==> config.mk <==
export PLATFORM = sky130hd
export DESIGN_NAME = rotate_and_go_to_point_regulator_flat
export DESIGN_NICKNAME = d
export VERILOG_FILES = /design/src/rtl/ragp_pkg.sv /design/src/rtl/ragp_stream_if.sv /design/src/rtl/ragp_front.sv /design/src/rtl/ragp_back.sv /design/src/rtl/rotate_and_go_to_point_regulator.sv /design/src/flat_wrapper.sv
export SDC_FILE = /design/constraint.sdc
export NUM_CORES = 2
export LEC_CHECK = 0
export ABC_AREA = 1
export BUFFER_PORTS_ARGS = -buffer_cell sky130_fd_sc_hd__buf_2
export CORE_UTILIZATION = 50
export DETAILED_ROUTE_END_ITERATION = 16
export HOLD_SLACK_MARGIN = 0.12
export PLACE_DENSITY = 0.66
export RECOVER_POWER = 25
export SYNTH_ARGS = -nofsm -noshare
export SYNTH_HDL_FRONTEND = slang
export SYNTH_SLANG_ARGS = --single-unit
==> constraint.sdc <==
create_clock -name clk -period 13.1 [get_ports clk]
set_input_delay 1.31 -clock clk [delete_from_list [all_inputs] [get_ports clk]]
set_output_delay 1.31 -clock clk [all_outputs]
set_load 0.005 [all_outputs]
==> src/rtl/ragp_pkg.sv <==
// Package: widths, constants and shared types of the go-to-point regulator.
`default_nettype none
package ragp_pkg;
	localparam int CordicSteps = 16;
	localparam int StepW = 5;
	localparam int CordW = 32;
	localparam int ZW = 26;
	localparam int AngW = 16;

	localparam logic signed [AngW-1:0] Deg180 = 16'sd11520;
	localparam logic signed [AngW-1:0] Deg360 = 16'sd23040;
	localparam logic signed [AngW-1:0] SatAng = 16'sd4608;
	localparam logic signed [AngW-1:0] RotStop = 16'sd64;
	localparam logic signed [AngW-1:0] TurnDone = 16'sd128;
	localparam logic signed [AngW-1:0] PassLimit = 16'sd5760;
	localparam logic [CordW-1:0] SteerMin = 32'd19200;
	localparam logic [CordW-1:0] InvGain = 32'd652032874;
	localparam logic [12:0] SatLin = 13'd2560;

	localparam logic [2:0] CfgTargetX = 3'd0;
	localparam logic [2:0] CfgTargetY = 3'd1;
	localparam logic [2:0] CfgTargetHeading = 3'd2;
	localparam logic [2:0] CfgReverse = 3'd3;
	localparam logic [2:0] CfgMode = 3'd4;

	typedef enum logic [2:0] {
		ST_IDLE, ST_CORDIC, ST_MUL, ST_SPEED, ST_DONE
	} state_t;

	typedef struct packed {
		logic kind;
		logic signed [23:0] pose_x;
		logic signed [23:0] pose_y;
		logic signed [14:0] pose_heading;
	} cmd_t;

	typedef struct packed {
		logic signed [12:0] linear_ref;
		logic signed [13:0] angular_ref;
		logic moving;
		logic go_phase;
	} res_t;

	function automatic logic [ZW-1:0] atan_lut(input logic [StepW-1:0] i);
		logic [ZW-1:0] v;
		case (i)
			5'd0: v = 26'd2949120; 5'd1: v = 26'd1740967; 5'd2: v = 26'd919879;
			5'd3: v = 26'd466945; 5'd4: v = 26'd234379; 5'd5: v = 26'd117304;
			5'd6: v = 26'd58666; 5'd7: v = 26'd29335; 5'd8: v = 26'd14668;
			5'd9: v = 26'd7334; 5'd10: v = 26'd3667; 5'd11: v = 26'd1833;
			5'd12: v = 26'd917; 5'd13: v = 26'd458; 5'd14: v = 26'd229;
			5'd15: v = 26'd115; 5'd16: v = 26'd57; 5'd17: v = 26'd29;
			5'd18: v = 26'd14; 5'd19: v = 26'd7; 5'd20: v = 26'd4;
			5'd21: v = 26'd2; 5'd22: v = 26'd1;
			default: v = '0;
		endcase
		return v;
	endfunction

	// Wrap an angle (1/64 deg) known to lie in (-900, 900] deg into (-180, 180].
	function automatic logic signed [AngW:0] wrap_angle(input logic signed [AngW:0] v);
		logic signed [AngW:0] m;
		m = v;
		if (m > 17'(Deg180)) m = m - 17'(Deg360);
		if (m > 17'(Deg180)) m = m - 17'(Deg360);
		if (m <= -17'(Deg180)) m = m + 17'(Deg360);
		if (m <= -17'(Deg180)) m = m + 17'(Deg360);
		return m;
	endfunction

	function automatic logic signed [13:0] sat_ang(input logic signed [AngW:0] v);
		logic signed [13:0] r;
		if (v > 17'(SatAng)) r = 14'(SatAng);
		else if (v < -17'(SatAng)) r = -14'(SatAng);
		else r = 14'(v);
		return r;
	endfunction

	function automatic logic [AngW:0] abs17(input logic signed [AngW:0] v);
		return v[AngW] ? 17'(-v) : 17'(v);
	endfunction
endpackage
`default_nettype wire

==> src/rtl/ragp_stream_if.sv <==
// Interface: valid/ready channel carrying a packed payload.
`default_nettype none
interface ragp_stream_if #(parameter int W = 1);
	logic valid;
	logic ready;
	logic [W-1:0] data;
	modport source(output valid, output data, input ready);
	modport sink(input valid, input data, output ready);
endinterface
`default_nettype wire

==> src/rtl/ragp_front.sv <==
// Front end: a two-entry queue toward the back end.
`default_nettype none
module ragp_front import ragp_pkg::*; (
	input wire logic clk,
	input wire logic arst_n,
	input wire logic in_valid,
	output logic in_ready,
	input wire cmd_t in_data,
	output logic q_valid,
	input wire logic q_ready,
	output cmd_t q_data
);
	cmd_t mem_q [2];
	logic wr_ptr_q, rd_ptr_q;
	logic [1:0] cnt_q;
	logic push, pop;

	assign in_ready = cnt_q != 2'd2;
	assign q_valid = cnt_q != 2'd0;
	assign q_data = mem_q[rd_ptr_q];
	assign push = in_valid && in_ready;
	assign pop = q_valid && q_ready;

	// Store beats in arrival order.
	always_ff @(posedge clk) begin
		if (push) mem_q[wr_ptr_q] <= in_data;
	end

	// Advance pointers and fill count.
	always_ff @(posedge clk or negedge arst_n) begin
		if (!arst_n) begin
			wr_ptr_q <= 1'b0;
			rd_ptr_q <= 1'b0;
			cnt_q <= 2'd0;
		end else begin
			if (push) wr_ptr_q <= ~wr_ptr_q;
			if (pop) rd_ptr_q <= ~rd_ptr_q;
			cnt_q <= cnt_q + 2'(push) - 2'(pop);
		end
	end
endmodule
`default_nettype wire

==> src/rtl/ragp_back.sv <==
// Back end: CORDIC vectoring, speed law and motion state, with output register.
`default_nettype none
module ragp_back import ragp_pkg::*; (
	input wire logic clk,
	input wire logic arst_n,
	input wire logic q_valid,
	output logic q_ready,
	input wire cmd_t q_data,
	input wire logic signed [23:0] target_x,
	input wire logic signed [23:0] target_y,
	input wire logic signed [14:0] target_heading,
	input wire logic reverse_drive,
	input wire logic motion_mode,
	output logic out_valid,
	input wire logic out_ready,
	output res_t out_data
);
	state_t state_q, state_d;
	logic active_q, phase_q;
	cmd_t cmd_q;
	logic signed [CordW-1:0] x_q, y_q;
	logic signed [ZW-1:0] z_q;
	logic [StepW-1:0] step_q;
	logic [63:0] prod_q;
	logic [CordW-1:0] r_q;
	logic [AngW:0] spd_q;
	logic signed [AngW:0] err_q;
	logic zero_q;
	res_t res_q;
	logic res_v_q;

	logic signed [24:0] dx, dy;
	logic signed [CordW-1:0] x0, y0, xs, ys;
	logic signed [ZW-1:0] z0, zr;
	logic signed [AngW:0] bearing, err_b, err_h;
	logic take, fire;

	assign q_ready = state_q == ST_IDLE && !res_v_q;
	assign take = q_valid && q_ready;
	assign out_valid = res_v_q;
	assign out_data = res_q;

	// Pre-rotate the offset into the right half plane.
	always_comb begin
		dx = 25'(target_x) - 25'(q_data.pose_x);
		dy = 25'(target_y) - 25'(q_data.pose_y);
		x0 = CordW'(dx) <<< 4;
		y0 = CordW'(dy) <<< 4;
		z0 = '0;
		if (dx < 0) begin
			if (dy >= 0) begin
				x0 = CordW'(dy) <<< 4; y0 = -(CordW'(dx) <<< 4); z0 = 26'sd5898240;
			end else begin
				x0 = -(CordW'(dy) <<< 4); y0 = CordW'(dx) <<< 4; z0 = -26'sd5898240;
			end
		end
	end

	assign xs = x_q >>> step_q;
	assign ys = y_q >>> step_q;
	assign zr = z_q + 26'sd512;
	assign bearing = zero_q ? '0 : 17'(zr >>> 10);
	assign err_b = wrap_angle(bearing + (reverse_drive ? 17'(Deg180) : 17'sd0)
		- 17'(cmd_q.pose_heading));
	assign err_h = wrap_angle(17'(target_heading) - 17'(cmd_q.pose_heading));

	// Sequence one command through the shared CORDIC stage.
	always_comb begin
		state_d = state_q;
		fire = 1'b0;
		unique case (state_q)
			ST_IDLE: if (take) begin
				if (!q_data.kind && active_q && motion_mode) state_d = ST_CORDIC;
				else state_d = ST_DONE;
			end
			ST_CORDIC: if (step_q == StepW'(CordicSteps - 1)) state_d = ST_MUL;
			ST_MUL: state_d = ST_SPEED;
			ST_SPEED: state_d = ST_DONE;
			ST_DONE: begin
				fire = 1'b1;
				state_d = ST_IDLE;
			end
			default: state_d = ST_IDLE;
		endcase
	end

	always_ff @(posedge clk or negedge arst_n) begin
		if (!arst_n) state_q <= ST_IDLE;
		else state_q <= state_d;
	end

	// Datapath: capture, iterate, scale.
	always_ff @(posedge clk) begin
		if (take) begin
			cmd_q <= q_data;
			x_q <= x0; y_q <= y0; z_q <= z0;
			step_q <= '0;
			zero_q <= dx == 0 && dy == 0;
		end else if (state_q == ST_CORDIC) begin
			if (y_q > 0) begin
				x_q <= x_q + ys; y_q <= y_q - xs; z_q <= z_q + ZW'(atan_lut(step_q));
			end else begin
				x_q <= x_q - ys; y_q <= y_q + xs; z_q <= z_q - ZW'(atan_lut(step_q));
			end
			step_q <= step_q + 1'b1;
		end else if (state_q == ST_MUL) begin
			prod_q <= 64'(x_q) * 64'(InvGain);
			err_q <= err_b;
		end else if (state_q == ST_SPEED) begin
			r_q <= zero_q ? '0 : prod_q[61:30];
			// (2r+12)/25 saturated at 2560: any r above 32000 already reaches the limit
			if (zero_q) spd_q <= 17'd0;
			else if (prod_q[63:30] > 34'd32000) spd_q <= 17'(SatLin);
			else spd_q <= 17'(((40'(prod_q[63:30]) * 2 + 40'd12) * 40'd671089) >> 24);
		end
	end

	// Form the result and update motion state.
	always_ff @(posedge clk or negedge arst_n) begin
		if (!arst_n) begin
			active_q <= 1'b0;
			phase_q <= 1'b0;
			res_v_q <= 1'b0;
			res_q <= '0;
		end else begin
			if (res_v_q && out_ready) res_v_q <= 1'b0;
			if (fire) begin
				res_v_q <= 1'b1;
				res_q.linear_ref <= '0;
				res_q.angular_ref <= '0;
				res_q.go_phase <= phase_q;
				res_q.moving <= active_q;
				if (cmd_q.kind) begin
					active_q <= 1'b1; phase_q <= 1'b0;
					res_q.moving <= 1'b1; res_q.go_phase <= 1'b0;
				end else if (active_q) begin
					if (!motion_mode) begin
						res_q.go_phase <= 1'b0;
						if (abs17(err_h) < 17'(RotStop)) begin
							active_q <= 1'b0; res_q.moving <= 1'b0;
						end else res_q.angular_ref <= sat_ang(err_h);
					end else if (!phase_q) begin
						res_q.angular_ref <= sat_ang(err_q);
						if (abs17(err_q) < 17'(TurnDone)) phase_q <= 1'b1;
					end else if (abs17(err_q) > 17'(PassLimit)) begin
						phase_q <= 1'b0; active_q <= 1'b0; res_q.moving <= 1'b0;
					end else begin
						res_q.linear_ref <= reverse_drive ? -13'(spd_q) : 13'(spd_q);
						res_q.angular_ref <= r_q > SteerMin ? sat_ang(err_q) : '0;
					end
				end
			end
		end
	end
endmodule
`default_nettype wire

==> src/rtl/rotate_and_go_to_point_regulator.sv <==
// Top level: configuration registers, front queue and back end.
//  channel | dir | payload
//  cmd     | in  | kind, pose_x, pose_y, pose_heading
//  res     | out | linear_ref, angular_ref, moving, go_phase
//  cfg     | in  | cfg_we, cfg_index, cfg_data (24 bit)
// A go-to-point tick runs 16 CORDIC iterations, then the multiply, speed and result steps;
// other items go straight to the result; no new item is taken until the result is taken.
// arst_n clears motion state, queue and output register.
// The queue takes beats while the back end works or its result waits.
`default_nettype none
module rotate_and_go_to_point_regulator import ragp_pkg::*; (
	input wire logic clk,
	input wire logic arst_n,
	ragp_stream_if.sink cmd,
	ragp_stream_if.source res,
	input wire logic cfg_we,
	input wire logic [2:0] cfg_index,
	input wire logic [23:0] cfg_data
);
	logic signed [23:0] tx_q, ty_q;
	logic signed [14:0] th_q;
	logic rev_q, mode_q;
	logic qv, qr;
	cmd_t qd;
	res_t rd;

	// Hold configuration.
	always_ff @(posedge clk or negedge arst_n) begin
		if (!arst_n) begin
			tx_q <= '0; ty_q <= '0; th_q <= '0; rev_q <= 1'b0; mode_q <= 1'b0;
		end else if (cfg_we) begin
			unique case (cfg_index)
				CfgTargetX: tx_q <= cfg_data;
				CfgTargetY: ty_q <= cfg_data;
				CfgTargetHeading: th_q <= cfg_data[14:0];
				CfgReverse: rev_q <= cfg_data[0];
				CfgMode: mode_q <= cfg_data[0];
				default: ;
			endcase
		end
	end

	ragp_front u_front (
		.clk, .arst_n,
		.in_valid(cmd.valid), .in_ready(cmd.ready), .in_data(cmd_t'(cmd.data)),
		.q_valid(qv), .q_ready(qr), .q_data(qd)
	);

	ragp_back u_back (
		.clk, .arst_n,
		.q_valid(qv), .q_ready(qr), .q_data(qd),
		.target_x(tx_q), .target_y(ty_q), .target_heading(th_q),
		.reverse_drive(rev_q), .motion_mode(mode_q),
		.out_valid(res.valid), .out_ready(res.ready), .out_data(rd)
	);

	assign res.data = rd;
endmodule
`default_nettype wire

==> src/flat_wrapper.sv <==
// flat-port wrapper written by rule: the top's interface ports become plain ports
module rotate_and_go_to_point_regulator_flat import ragp_pkg::*;
  (clk, arst_n, cfg_we, cfg_index, cfg_data, cmd_valid, cmd_data, cmd_ready, res_valid, res_data, res_ready);
  ragp_stream_if #(.W($bits(cmd_t))) cmd_i ();
  ragp_stream_if #(.W($bits(res_t))) res_i ();
  input wire logic clk;
  input wire logic arst_n;
  input wire logic cfg_we;
  input wire logic [2:0] cfg_index;
  input wire logic [23:0] cfg_data;
  input wire logic [$bits(cmd_i.valid)-1:0] cmd_valid;
  input wire logic [$bits(cmd_i.data)-1:0] cmd_data;
  output wire logic [$bits(cmd_i.ready)-1:0] cmd_ready;
  output wire logic [$bits(res_i.valid)-1:0] res_valid;
  output wire logic [$bits(res_i.data)-1:0] res_data;
  input wire logic [$bits(res_i.ready)-1:0] res_ready;
  assign cmd_i.valid = cmd_valid;
  assign cmd_i.data = cmd_data;
  assign cmd_ready = cmd_i.ready;
  assign res_valid = res_i.valid;
  assign res_data = res_i.data;
  assign res_i.ready = res_ready;
  rotate_and_go_to_point_regulator u_core (.clk(clk), .arst_n(arst_n), .cmd(cmd_i), .res(res_i), .cfg_we(cfg_we), .cfg_index(cfg_index), .cfg_data(cfg_data));
endmodule
==> results by group <==
Status
  – Run status: complete, but fails checks
  – Failing checks: max-capacitance violations, max-slew violations

Critical path
  – CP delay by family, top: adder cells
  – R2R Path Start: u_core.u_back.x_q[23]$_DFFE_PP_
  – Setup CP Type: reg -> reg
  – Crit path max fanout: 12
  – CP peak stage delay: 1010 ps
  – Worst Path Buf+Inv: 3
  – Path depth of the worst reg2reg path: 26
  – Crit path DAT: 9920 ps
  – Slowest CP cell: edfxtp_1
  – Crit. End Element: flop
  – Critical R2R Capture: u_core.u_back.prod_q[62]$_DFFE_PP_
  – Critical Path Source Type: flop
  – Reg2Reg Setup Slack: 3490 ps
  – CP required: 13420 ps
  – Critical Path Most Common Cell: fa_1

STA
  – Max Slew Vio Count: 86
  – Clock Skews: 121.9 ps
  – Achievable Freq: 104.1 MHz
  – Slew HR: -80.02%
  – Least-Margin Pin Slew: 2700 ps
  – Post-layout min period: 9607 ps
  – Period Utilization, post-route: 73.34%
  – RSZ-0062 raised after global routing: no
  – Final hold slack: 482.1 ps
  – Finish-stage setup viols: 0
  – Final count of hold timing violations: 0
  – Setup TNS: 0 ps

Clocking
  – CTS clk-pin slew, worst paths: 60 ps
  – Clock latency on the worst-skew pair: 670 ps
  – CTS Buf Count: 53
  – Post-cts sizing count: 0
  – Clock tree from TritonCTS: yes
  – TritonCTS sink count: 461
  – Postcts setup bufs: 0
  – Clk buf depth: 3
  – Hold_buf cts: 0
  – CTS H-tree depth: 2
  – CTS root buf: clkbuf_16

Placement
  – Placed cell count: 9066
  – Post-DP HPWL: 145.0 mm
  – Port bufs: 126
  – Gpl congestion: 1.017

Drt
  – Final routed DRC violation total: 0
  – DRT Wirelength: 173.4 mm
  – Final ANT Viol Nets: 0
  – Vias per cell: 5.315
  – WL per Instance: 18.92 um
  – Via count: 48715
  – TritonRoute pass-1 iters: 5
  – DRC marker count from the first detailed-route iteration: 3775

Layout
  – Fillers: 11478
  – Layout Cells excl Fill: 9165
  – Share of cells above drive strength 1: 5.234%
  – NumNets Final: 9068
  – Area Growth Syn to Fin: 6.972%
  – Final core utilization: 54.21%

Worst hold path
  – Hold crit path type: reg -> reg
  – Hold Path Cell Cnt: 2
  – Hold endpoint: u_core.u_back.out_data[12]$_DFFE_PN0P_
  – Hold wc startpoint: u_core.u_back.out_data[12]$_DFFE_PN0P_

Logic synthesis
  – Synthesized Nets: 8960
  – Avg Cell Area, Syn: 8.550 sq um
  – Netlist cell types: 68
  – Number of enable flip-flop cells after synthesis: 331
  – Synthesized area: 0.06306 sq mm
  – Async SR Flop Fraction: 22.34%
  – Yosys warns: 0
  – Mapped Cells: 7376
  – Ys flop type: edfxtp_1
  – FF+latch count, synth: 461
  – Seq/Total Area, Yosys: 20.71%

Floorplanning
  – Chip width: 357.1 um
  – Initial Util: 50.68%
  – Cell Rows: 129
  – Die H: 357.1 um
  – IO Count: 127
  – Core ar.: 0.1244 sq mm
  – Die area: 0.1275 sq mm

Global routing
  – First-pass GRT wire length: 273.1 mm
  – Initial antenna violation count: 1
  – GRT overflow: 0
  – Largest net degree at the start of global routing: 93
  – Vias in the first global route: 49323
  – GRT Overall Usage: 27.47%

Run
  – Max Cap Viol: 2
[worst register-to-register path: cells and delay by family (launching register included)]
family	cells	cell delay (ps)
buf+inv	3	160
xor+xnor	1	170
simple gates	8	1720
flops	1	1010
fa+ha+maj	9	4530
compound gates	5	1650
[Yosys cell counts (all sizes together) (86+ instances only)]
cell	n	area share, %
inv	1705	10
nand2	1218	7.5
ha	748	15
fa	740	23
nor2	435	2.7
o21ai	421	3.4
a21oi	387	3.1
edfxtp	331	16
xor2	248	3.5
nand3	216	1.8
mux2i	113	1.8
dfrtp	103	4.1
clkbuf	86	0.51
nor3	86	0.70
[flip-flops by register name, summed over array words and instances, names as in the netlist, 2 cells and up, named ones only]
register / flops
u_core.u_back.z_q: 26
u_core.u_back.out_data: 28
u_core.u_back.y_q: 32
u_core.u_back.r_q: 32
u_core.u_back.err_q: 17
u_core.u_back.prod_q: 34
u_core.tx_q: 24
u_core.u_back.step_q: 5
u_core.u_back.state_q: 3
u_core.u_back.cmd_q: 16
u_core.u_front.mem_q: 128
u_core.ty_q: 24
u_core.u_front.cnt_q: 2
u_core.th_q: 15
u_core.u_back.spd_q: 13
u_core.u_back.x_q: 32
[cells in the final DEF (no fill, tap or decap), types with 103 or more instances in the layout]
| cell type | synthesis | routed |
|---|---|---|
| nor2_1 | 425 | 423 |
| nand3_1 | 203 | 203 |
| o21ai_0 | 407 | 407 |
| xor2_1 | 245 | 245 |
| a21oi_1 | 381 | 381 |
| nand2_1 | 1169 | 1167 |
| inv_1 | 1679 | 1677 |
| dfrtp_1 | 103 | 103 |
| mux2i_1 | 113 | 113 |
| ha_1 | 748 | 748 |
| fa_1 | 740 | 740 |
| edfxtp_1 | 331 | 331 |
[layout make-up]
class	instances	area, sq um	area share, %
diodes	1	2.502	0.003710
clock buffers	66	1458	2.161
clock inverters	32	375.4	0.5564
inverters	1710	6419	9.515
multi-input cells	5078	43110	63.90
flip-flops and latches	461	13060	19.36
well taps	1637	2048	3.036
repair buffers	180	991.0	1.469
[routing by layer]
metal | share of wire, % | vias up | GRT usage [%]
li1 | - | 23693 | -
met1 | 45 | 23498 | 37.69
met2 | 47 | 1271 | 45.80
met3 | 5.0 | 251 | 2.730
met4 | 3.6 | 2 | 8.590
met5 | 0.0075 | - | 0
[through the flow]
stage / area (sq um) / setup slack [ps]
floorplan: 63060 / 3411
global placement: 65680 / 3794
detailed placement: 65680 / 3705
CTS: 67510 / 3579
global route: 67460 / 3054
finish: 67460 / 3493
[kinds of logic (layout without fill, tap and decap cells)]
logic type | Yosys count | after routing | share of synthesized area (%)
adders and majority gates | 1488 | 1488 | 38.33
and+or+nand+nor | 2111 | 2111 | 14.28
AOI/OAI and AO/OA | 1042 | 1042 | 9.339
DFF | 461 | 461 | 20.71
buffers and inverters | 1837 | 1988 | 10.99
muxes | 113 | 113 | 1.794
xor gates and xnor gates | 324 | 324 | 4.559
other | 0 | 1 | 0
[worst max path at each step]
stage	from	to	slack (ps)	cells past startpoint
6_report	u_core.u_back.x_q[23]$_DFFE_PP_	u_core.u_back.prod_q[62]$_DFFE_PP_	3490	26
3_3_place_gp	u_core.u_back.x_q[11]$_DFFE_PP_	u_core.u_back.prod_q[62]$_DFFE_PP_	3790	26
5_1_grt	u_core.u_back.zero_q$_DFFE_PP_	u_core.u_back.err_q[9]$_DFFE_PP_	3050	53
3_5_place_dp	u_core.u_back.x_q[24]$_DFFE_PP_	u_core.u_back.prod_q[62]$_DFFE_PP_	3710	26
4_1_cts	u_core.u_back.x_q[22]$_DFFE_PP_	u_core.u_back.prod_q[62]$_DFFE_PP_	3580	26
2_1_floorplan	u_core.u_back.x_q[31]$_DFFE_PP_	u_core.u_back.prod_q[62]$_DFFE_PP_	3410	25
Power is left out: the tool's default activity adds up to more than one toggle a clock period on the data nets, which glitch-free logic cannot reach.
